### config.mk
export PLATFORM = sky130hd
export DESIGN_NAME = line_follow_vehicle_controller_unit
export DESIGN_NICKNAME = d
export VERILOG_FILES = /design/src/rtl/core/lfvc_pkg.sv /design/src/rtl/core/line_follow_vehicle_controller_unit.sv /design/src/rtl/core/lfvc_ctrl.sv /design/src/rtl/core/lfvc_dp.sv
export SDC_FILE = /design/constraint.sdc
export NUM_CORES = 1
export LEC_CHECK = 0
export BUFFER_PORTS_ARGS = -buffer_cell sky130_fd_sc_hd__buf_2
export CORE_MARGIN = 8
export CORE_UTILIZATION = 55
export CTS_CLUSTER_SIZE = 20
export DETAILED_ROUTE_END_ITERATION = 8
export GPL_TIMING_DRIVEN = 0
export PLACE_DENSITY = 0.76
export SYNTH_ARGS = -nofsm -noshare
export SYNTH_HDL_FRONTEND = slang
export SYNTH_HIERARCHICAL = 1
export SYNTH_SLANG_ARGS = --single-unit
### constraint.sdc
create_clock -name clk_i -period 12.3 [get_ports clk_i]
set_input_delay 0 -clock clk_i [delete_from_list [all_inputs] [get_ports clk_i]]
set_output_delay 0 -clock clk_i [all_outputs]
set_load 0.05 [all_outputs]
### src/rtl/core/lfvc_pkg.sv
package lfvc_pkg;

  typedef enum logic [2:0] {
    MODE_BOOT      = 3'd0,
    MODE_BOOT_ALM  = 3'd1,
    MODE_READY     = 3'd2,
    MODE_READY_ALM = 3'd3,
    MODE_RUN_WAIT  = 3'd4,
    MODE_RUN       = 3'd5,
    MODE_STOP_WAIT = 3'd6,
    MODE_RUN_ALM   = 3'd7
  } mode_e;

  typedef enum logic [1:0] {
    ST_IDLE = 2'd0,
    ST_DIV  = 2'd1,
    ST_FIN  = 2'd2
  } ctrl_state_e;

  // Input transaction layout.
  localparam int unsigned InDataW     = 24;
  localparam int unsigned InSensorLsb = 0;
  localparam int unsigned InRunLsb    = 8;
  localparam int unsigned InMotorLsb  = 9;
  localparam int unsigned InAngleLsb  = 10;

  // Output transaction layout.
  localparam int unsigned OutDataW    = 24;
  localparam int unsigned OutPadW     = 2;

  localparam int unsigned NumSensors  = 8;
  localparam int unsigned DivSteps    = 8;
  localparam int unsigned StepCntW    = 3;
  localparam logic [7:0]  CenterReset = 8'd128;

  localparam logic [7:0] PosWeight [NumSensors] = '{
    8'd16, 8'd48, 8'd80, 8'd112, 8'd144, 8'd176, 8'd208, 8'd240
  };

  typedef struct packed {
    logic load;
    logic step;
    logic finish;
  } cmd_t;

  typedef struct packed {
    logic out_free;
  } sts_t;

endpackage

### src/rtl/core/line_follow_vehicle_controller_unit.sv
// Line-follow vehicle controller, one result transaction per control tick.
// Input stream (s_axis): one transaction per tick carrying the line sensor
// bits, the run switch, the motor-running flag and the measured steering
// angle. Output stream (m_axis): vehicle mode, line position, steering drive,
// drive valid flag and the motor-timer and alarm-resume pulses.
// Configuration: cfg_we_i writes cfg_wdata_i into the steering center
// register; write it only while no tick is in flight.
// Timing: an input transaction is accepted only while the block is idle, and the next
// input is not taken until the result of the previous one has gone to the output register.
// The result is formed by the restoring divider that works out the centroid,
// one quotient bit per cycle, eight bits in all.
// Reset puts the vehicle in boot mode, sets the steering center to 128 and
// empties the output register.
// When the receiver stalls, the result holds in the output register and the
// block still takes and works on the next input; it then waits with that
// result finished until the output register is free.
module line_follow_vehicle_controller_unit (
  input  logic        clk_i,
  input  logic        rst_ni,
  // sensor_bits[7:0], run_switch[8], motor_running[9], steer_angle[17:10]
  input  logic [lfvc_pkg::InDataW-1:0]  s_axis_tdata,
  input  logic        s_axis_tvalid,
  output logic        s_axis_tready,
  // vehicle_mode[2:0], line_position[10:3], drive_value[18:11], drive_valid[19],
  // start_motor_timer[20], resumed_from_alarm[21]
  output logic [lfvc_pkg::OutDataW-1:0] m_axis_tdata,
  output logic        m_axis_tvalid,
  input  logic        m_axis_tready,
  input  logic        cfg_we_i,
  input  logic [7:0]  cfg_wdata_i
);
  import lfvc_pkg::*;

  cmd_t cmd;
  sts_t sts;

  lfvc_ctrl u_ctrl (
    .clk_i      (clk_i),
    .rst_ni     (rst_ni),
    .s_tvalid_i (s_axis_tvalid),
    .sts_i      (sts),
    .s_tready_o (s_axis_tready),
    .cmd_o      (cmd)
  );

  lfvc_dp u_dp (
    .clk_i       (clk_i),
    .rst_ni      (rst_ni),
    .cmd_i       (cmd),
    .in_data_i   (s_axis_tdata),
    .cfg_we_i    (cfg_we_i),
    .cfg_wdata_i (cfg_wdata_i),
    .out_ready_i (m_axis_tready),
    .out_valid_o (m_axis_tvalid),
    .out_data_o  (m_axis_tdata),
    .sts_o       (sts)
  );

endmodule

### src/rtl/core/lfvc_ctrl.sv
module lfvc_ctrl (
  input  logic          clk_i,
  input  logic          rst_ni,
  input  logic          s_tvalid_i,
  input  lfvc_pkg::sts_t sts_i,
  output logic          s_tready_o,
  output lfvc_pkg::cmd_t cmd_o
);
  import lfvc_pkg::*;

  ctrl_state_e         state_q, state_d;
  logic [StepCntW-1:0] step_q, step_d;

  always_ff @(posedge clk_i or negedge rst_ni) begin
    if (!rst_ni) begin
      state_q <= ST_IDLE;
      step_q  <= '0;
    end else begin
      state_q <= state_d;
      step_q  <= step_d;
    end
  end

  always_comb begin
    state_d    = state_q;
    step_d     = step_q;
    s_tready_o = 1'b0;
    cmd_o      = '0;
    unique case (state_q)
      ST_IDLE: begin
        s_tready_o = 1'b1;
        if (s_tvalid_i) begin
          cmd_o.load = 1'b1;
          step_d     = '0;
          state_d    = ST_DIV;
        end
      end
      ST_DIV: begin
        cmd_o.step = 1'b1;
        step_d     = step_q + 1'b1;
        if (step_q == StepCntW'(DivSteps - 1)) begin
          state_d = ST_FIN;
        end
      end
      ST_FIN: begin
        // Wait here until the output register can take the new result.
        if (sts_i.out_free) begin
          cmd_o.finish = 1'b1;
          state_d      = ST_IDLE;
        end
      end
      default: begin
        state_d = ST_IDLE;
      end
    endcase
  end

endmodule

### src/rtl/core/lfvc_dp.sv
module lfvc_dp (
  input  logic                          clk_i,
  input  logic                          rst_ni,
  input  lfvc_pkg::cmd_t                cmd_i,
  input  logic [lfvc_pkg::InDataW-1:0]  in_data_i,
  input  logic                          cfg_we_i,
  input  logic [7:0]                    cfg_wdata_i,
  input  logic                          out_ready_i,
  output logic                          out_valid_o,
  output logic [lfvc_pkg::OutDataW-1:0] out_data_o,
  output lfvc_pkg::sts_t                sts_o
);
  import lfvc_pkg::*;

  logic [7:0] sensor;
  logic       run_sw;
  logic       motor;
  logic       any_set;

  logic [7:0] center_q;
  mode_e      mode_q, mode_d;
  logic       timer_pulse, resume_pulse;
  logic       timer_q, resume_q;
  logic [7:0] angle_q;

  logic [10:0] wsum;
  logic [3:0]  bit_cnt;
  logic [3:0]  cnt_q;
  logic [3:0]  rem_q, rem_d;
  logic [7:0]  quo_q, quo_d;
  logic [4:0]  trial;

  logic [7:0]         pos;
  logic signed [9:0]  diff;
  logic signed [14:0] prod;
  logic signed [14:0] prod_adj;
  logic signed [9:0]  corr;
  logic signed [11:0] sum_v;
  logic [7:0]         sat_v;
  logic [7:0]         drive;

  logic                out_valid_q;
  logic [OutDataW-1:0] out_data_q;

  assign sensor  = in_data_i[InSensorLsb +: 8];
  assign run_sw  = in_data_i[InRunLsb];
  assign motor   = in_data_i[InMotorLsb];
  assign any_set = |sensor;

  // Vehicle mode update for the incoming tick.
  always_comb begin
    mode_d       = mode_q;
    timer_pulse  = 1'b0;
    resume_pulse = 1'b0;
    unique case (mode_q)
      MODE_BOOT, MODE_BOOT_ALM: begin
        mode_d = (any_set && !run_sw) ? MODE_READY : MODE_BOOT_ALM;
      end
      MODE_READY: begin
        if (run_sw) begin
          mode_d      = MODE_RUN_WAIT;
          timer_pulse = 1'b1;
        end else if (!any_set) begin
          mode_d = MODE_READY_ALM;
        end
      end
      MODE_READY_ALM: begin
        if (any_set && !run_sw) mode_d = MODE_READY;
      end
      MODE_RUN_WAIT: begin
        if (motor) mode_d = MODE_RUN;
      end
      MODE_RUN: begin
        if (!run_sw) begin
          mode_d = MODE_STOP_WAIT;
        end else if (!any_set) begin
          mode_d = MODE_RUN_ALM;
        end
      end
      MODE_STOP_WAIT: begin
        if (!motor) begin
          mode_d = MODE_READY;
        end else if (!any_set) begin
          mode_d = MODE_RUN_ALM;
        end
      end
      MODE_RUN_ALM: begin
        if (any_set && run_sw) begin
          if (motor) begin
            mode_d       = MODE_RUN;
            resume_pulse = 1'b1;
          end else begin
            mode_d = MODE_READY;
          end
        end
      end
      default: mode_d = MODE_BOOT;
    endcase
  end

  // Weighted sum and count of the set sensor bits.
  always_comb begin
    wsum    = '0;
    bit_cnt = '0;
    for (int i = 0; i < NumSensors; i++) begin
      if (sensor[i]) begin
        wsum    = wsum + 11'(PosWeight[i]);
        bit_cnt = bit_cnt + 4'd1;
      end
    end
  end

  // One quotient bit per step. The quotient stays below 256, so the top three
  // bits of the sum can seed the partial remainder.
  always_comb begin
    trial = {rem_q, quo_q[7]};
    if (trial >= {1'b0, cnt_q}) begin
      rem_d = 4'(trial - {1'b0, cnt_q});
      quo_d = {quo_q[6:0], 1'b1};
    end else begin
      rem_d = trial[3:0];
      quo_d = {quo_q[6:0], 1'b0};
    end
  end

  always_ff @(posedge clk_i or negedge rst_ni) begin
    if (!rst_ni) begin
      mode_q   <= MODE_BOOT;
      center_q <= CenterReset;
    end else begin
      if (cfg_we_i) center_q <= cfg_wdata_i;
      if (cmd_i.load) mode_q <= mode_d;
    end
  end

  always_ff @(posedge clk_i) begin
    if (cmd_i.load) begin
      timer_q  <= timer_pulse;
      resume_q <= resume_pulse;
      angle_q  <= in_data_i[InAngleLsb +: 8];
      cnt_q    <= bit_cnt;
      rem_q    <= {1'b0, wsum[10:8]};
      quo_q    <= wsum[7:0];
    end else if (cmd_i.step) begin
      rem_q <= rem_d;
      quo_q <= quo_d;
    end
  end

  // Steering drive: angle + (pos - center) * 17 / 32 truncated toward zero, clamped to 0..255; zero outside run.
  always_comb begin
    pos      = (cnt_q == 4'd0) ? 8'd0 : quo_q;
    diff     = $signed({2'b00, pos}) - $signed({2'b00, center_q});
    prod     = (15'(diff) <<< 4) + 15'(diff);
    prod_adj = prod + ((prod < 0) ? 15'sd31 : 15'sd0);
    corr     = 10'(prod_adj >>> 5);
    sum_v    = 12'(corr) + $signed({4'b0000, angle_q});
    if (sum_v < 0) begin
      sat_v = 8'd0;
    end else if (sum_v > 12'sd255) begin
      sat_v = 8'd255;
    end else begin
      sat_v = sum_v[7:0];
    end
    drive = (mode_q == MODE_RUN) ? sat_v : 8'd0;
  end

  always_ff @(posedge clk_i or negedge rst_ni) begin
    if (!rst_ni) begin
      out_valid_q <= 1'b0;
    end else if (cmd_i.finish) begin
      out_valid_q <= 1'b1;
    end else if (out_ready_i) begin
      out_valid_q <= 1'b0;
    end
  end

  always_ff @(posedge clk_i) begin
    if (cmd_i.finish) begin
      out_data_q <= {{OutPadW{1'b0}}, resume_q, timer_q, (mode_q == MODE_RUN),
                     drive, pos, mode_q};
    end
  end

  assign out_valid_o     = out_valid_q;
  assign out_data_o      = out_data_q;
  assign sts_o.out_free  = !out_valid_q || out_ready_i;

endmodule

### Yosys cells after proc, flatten, opt, wreduce, memory -nomap -nowiden

Cells that the tools add are included.

* word-level logic and storage cells: 126
* register bits: 65

* magnitude comparators: 4
* add/subtract/negate cells: 20
* equal/unequal tests: 17
* bitwise operators: 1
* reduce and logical (&&, ||, !) cells: 18
* muxes and demuxes: 52

Operator list (count)
* $mux 11: 7
* $add 11x8->11 const B: 4
* $mux 3: 12
* $mux 4: 8
* $mux 8: 4
* $add 4x1->4 const B: 6
* $add 11x7->11 const B: 2
* $pmux 3 s7: 1
* $add 15x6->15: 1
* $eq 3x3->1 const B: 5
* $lt 15x1->1 const B: 1
* $add 13x9->14: 1
* $mux 1: 12
* $add 10x9->11: 1
* $gt 11x9->1 const B: 1
* $lt 11x1->1 const B: 1
* $mux 5: 2
* $sub 8x8->9: 1
* $mux 2: 4
* $reduce_or 8->1: 1
* $add 5x6->7 const B: 1
* $eq 3x2->1 const B: 2
* $ne 2x1->1 const B: 3
* $ne 2x2->1 const B: 3
* other kinds (22): 28

### Logic depth before layout (Yosys ltp)

* depth after elaboration: 16
* gate-level depth with buffers: 26
* mapped depth without buffers: 26

### Cells and area by module

The synthesis kept the hierarchy.

By module, submodules not included
* lfvc_dp: cells an instance 498, area each 4953.5 sq um, instances 1
* lfvc_ctrl: cells an instance 21, area each 254.0 sq um, instances 1

### Worst setup path before layout

Ideal clock, no wire load.

* path kind: reg-to-reg
* from: reg u_dp.cnt_q[1]
* to: reg u_dp.out_data_q[11] (netlist: u_dp/out_data_o[11]), data pin
* library setup time: 131 ps
* data required time: 12169 ps
* arrival time: 6219 ps
* path slack: 5950 ps
* cell stages (with the launch flop): 26
* cell sequence: edfxtp_1 > nor4_1 > nand2b_1 > ha_1 > inv_1 > fa_1 > a21o_1 > a21oi_1 > o21bai_1 > nor2_1 > ha_1 > o211a_1 > a221oi_1 > nor2_1 > xnor2_1 > ha_1 > a21o_1 > a21oi_1 > o21bai_1 > a21oi_1 > o21bai_1 > a21o_1 > a21oi_1 > o21ai_0 > a211oi_2 > a21o_1

* word-level cells in the longest chain between the ends: 10
* elaborated cells between the ends (all ways): 12
* those cells by class: add/sub: 4; order compare: 3; mux: 3; reduce/logical: 2

Ends and longest elaborated chain
* start, declared: RTL line lfvc_dp.sv:28 `logic [3:0] cnt_q;`
* start signal, assigned: RTL line lfvc_dp.sv:141 `cnt_q <= bit_cnt;`
* $logic_not 4->1 (*): RTL line lfvc_dp.sv:152 `pos = (cnt_q == 4'd0) ? 8'd0 : quo_q;`
* $mux 8 (*): RTL line lfvc_dp.sv:152
* $sub 8x8->9 (*): RTL line lfvc_dp.sv:153 `diff = $signed({2'b00, pos}) - $signed({2'b00, center_q});`
* $add 13x9->14 (*): RTL line lfvc_dp.sv:154 `prod = (15'(diff) <<< 4) + 15'(diff);`
* $lt 15x1->1: RTL line lfvc_dp.sv:155 `prod_adj = prod + ((prod < 0) ? 15'sd31 : 15'sd0);`
* $mux 5: RTL line lfvc_dp.sv:155
* $add 15x6->15 (*): RTL line lfvc_dp.sv:155
* $add 10x9->11 (*): RTL line lfvc_dp.sv:157 `sum_v = 12'(corr) + $signed({4'b0000, angle_q});`
* $gt 11x9->1 or $lt 11x1->1 (tied branches): RTL line lfvc_dp.sv:160, lfvc_dp.sv:158
* $mux 8 or $reduce_or 2->1 (tied branches)
* end signal, assigned: RTL line lfvc_dp.sv:180 `out_data_q <= {{OutPadW{1'b0}}, resume_q, timer_q, (mode_q == MODE_RUN),`
* end, declared: RTL line lfvc_dp.sv:43 `logic [OutDataW-1:0] out_data_q;`

Mark *: on every way between the ends. The rest lies on a longest branch, timed or not.
A chain may end at the register's enable or synchronous reset.

### Worst setup path in the final report

Ends and elaborated chain as after synthesis.

==> impl_results.md <==
- Grt total ovfl: 0
- Die Width: 113.3 um
- Clk slew on worst S/H paths: 70 ps
- Postcts setup bufs: 0
- HPWL after detailed placement: 8.199 mm
- F_max: 0.1324 GHz
- Final WL: 11.07 mm
- Slew margin rel.: 29.88%
- Antenna Nets Post-Route: 0
- Worst setup path class: reg2reg
- Sequential area share after synthesis: 35.68%
- Post-CTS sizing: 0
- HP Start: s_axis_tdata[7]
- Largest net degree at the start of global routing: 18
- Starting Density: 56.63%
- Cell accounting for the most synthesized area: edfxtp_1
- CP Capture Type: flip-flop
- Clock period minus worst slack: 7554 ps
- Final hold vios: 0
- Hold buffer count at CTS: 24
- Worst EP required: 12,510 ps
- Hold_ws: 42.87 ps
- Critical path arrival: around 7800 ps
- Root buffer cell: clkbuf_8
- Core Area: 9196 um^2
- Die height: 113.3 um
- Hold crit path type: in2reg
- Via count: 4,116
- Via/cell ratio: 5.693
- Worst slew pin tran: 1042 ps
- Pre-Repair DR Iteration Count: 5
- Setup TNS: 0 ps
- Post-DR wirelength/cell: between 15 and 20 um
- Status: finished clean
- Gp weighted congestion: 0.9042
- Clock Skew: 13.89 ps
- Syn Area/Cell: 10.03 um^2
- CTS tree: done
- Area of the mapped netlist: about 5200 um^2
- Area share of the largest cell type after synthesis: a little over a quarter
- Vias in the first global route: approximately 4,200
- Io pins: 63
- Commonest non-fill, non-tap cells in the layout: buf_2, ha_1, inv_1, edfxtp_1
- Cell row count: 35
- Worst r2r src: u_dp/cnt_q[1]$_DFFE_PP_
- Clk buf depth: 2
- Ys async rst share: 26.15%
- GRT Total Usage: 17.99%
- Main synth FF type: edfxtp_1
- Area Growth Syn to Fin: 15.88%
- Final setup viols: 0
- NumNets Final: ~700
- # Max-Cap Violations: 0
- FF+latch count, synth: 65
- CTS buffer count: 9
- N_diodes: 0
- 1st-iter DRT viols: 269
- TritonCTS Sinks: 65
- CTS H-Tree Depth: 3
- Die ar.: 12,840 um^2
- Critical path peak fanout: 11
- Post-synthesis cell type count: 74
- Number of synthesized flops with an enable pin: 47
- Top post-synthesis cells by area: edfxtp_1, ha_1, dfrtp_1
- Crit share post-route: 61.42%
- Post-route DRC violation count: 0
- Input/output buffers: 51
- Initial antenna violation count: 0
- Layout cells sized above 1: 17.81%
- Critical path startpoint category: flip-flop
- Critical Path Start: u_dp/cnt_q[1]$_DFFE_PP_
- Post-Synthesis Cells: between 500 and 600
- RSZ-0062 raised after global routing: no
- Slew Limit Fails: 0
- Skew-Pair Late Insertion Delay: 350 ps
- Ys Warns: 6
- First-pass GRT wire length: 18.93 mm
cells in the mapped netlist, types with 5 or more instances:
library cell,number
inv_1,47
nand2_1,32
edfxtp_1,47
nor2_1,30
ha_1,52
nor2b_1,16
dfrtp_1,16
fa_1,6
o21ai_0,29
buf_6,6
nor4_1,5
a21oi_1,24
nand3_1,9
mux2_2,11
a21o_1,18
nor3_1,7
xor2_1,19
o21bai_1,6
xnor2_1,32
nand2b_1,10
clkbuf_1,6
critical path, stage by stage, from the launching register on:
cell      delay, ps
edfxtp_1        460
nor4_1          920
nand2b_1        260
ha_1            170
inv_1            50
fa_1            400
a21o_1          180
a21oi_1         280
o21bai_1        150
nor2_1          630
ha_1            350
o211a_1         210
a221oi_1        650
nor2_1          150
xnor2_1         280
ha_1            290
a21o_1          150
a21oi_1         230
o21bai_1        100
a21oi_1         230
o21bai_1         90
a21o_1          200
a21oi_1         180
o21ai_0         130
a211oi_2        530
a21o_1          140
layer usage:
layer	part of all wire, %	vias up	track usage [%]	wire, um
li1	-	2037	-	-
met5	0	-	0	0
met2	52	104	32.90	5724
met4	1.5	0	8.259	168
met3	3.7	15	2.875	407
met1	43	1960	19.99	4770
path summary, 6_finish.rpt:
kind	end	slack (ps)	cells after the start
setup / recovery	u_dp/out_data_o[11]$_SDFFCE_PP0P_	4750	25
hold / removal	u_dp/cnt_q[1]$_DFFE_PP_	40	2
setup reg to reg	u_dp/out_data_o[11]$_SDFFCE_PP0P_	4750	25
hold reg to reg	u_dp/out_data_o[21]$_DFFE_PP_	430	0
max in group asynchronous	u_dp/center_q[7]$_DFFE_PN1P_	11850	2
min in group asynchronous	u_ctrl/step_q[1]$_DFFE_PN0P_	110	2
state kept, by name, indices dropped and copies added (netlist names):
signal	count
u_ctrl/step_q	3
u_dp/timer_q	1
u_dp/angle_q	8
u_dp/out_data_o	22
u_dp/resume_q	1
u_dp/center_q	8
u_dp/out_valid_o	1
u_ctrl/state_q	2
u_dp/mode_q	3
u_dp/quo_q	8
u_dp/cnt_q	4
u_dp/rem_q	4
metrics by stage:
stage,instances,worst slack [ps],area [um^2],util (%)
final,723,4746,6035,65.62
after CTS,723,4721,6035,65.62
after floorplan,520,5950,5211,-
after detailed placement,683,4875,5623,61.14
after global routing,723,4118,6035,65.62
after global placement,682,5015,5605,60.95
logic make-up after synthesis:
| group | after synthesis | synth area share (%) |
|---|---|---|
| muxes | 17 | 3.700 |
| xor gates and xnor gates | 54 | 9.515 |
| and+or+nand+nor | 138 | 14.27 |
| other | 1 | 0.07201 |
| DFF | 65 | 35.68 |
| adders and majority gates | 58 | 14.80 |
| AOI/OAI and AO/OA | 124 | 16.46 |
| buffers and inverters | 62 | 5.502 |
area by class of cell:
class	instances	area, um^2
well taps	111	138.9
clock inverters	5	30.03
clock buffers	11	141.4
multi-input cells	393	3069
fillers	732	3162
plain buffers	15	110.1
repair buffers	76	510.5
flip-flops and latches	65	1858
inverters	47	176.4
Power is not shown: default switching activity piles up to over one toggle a cycle in this logic, so the estimate is an artifact.
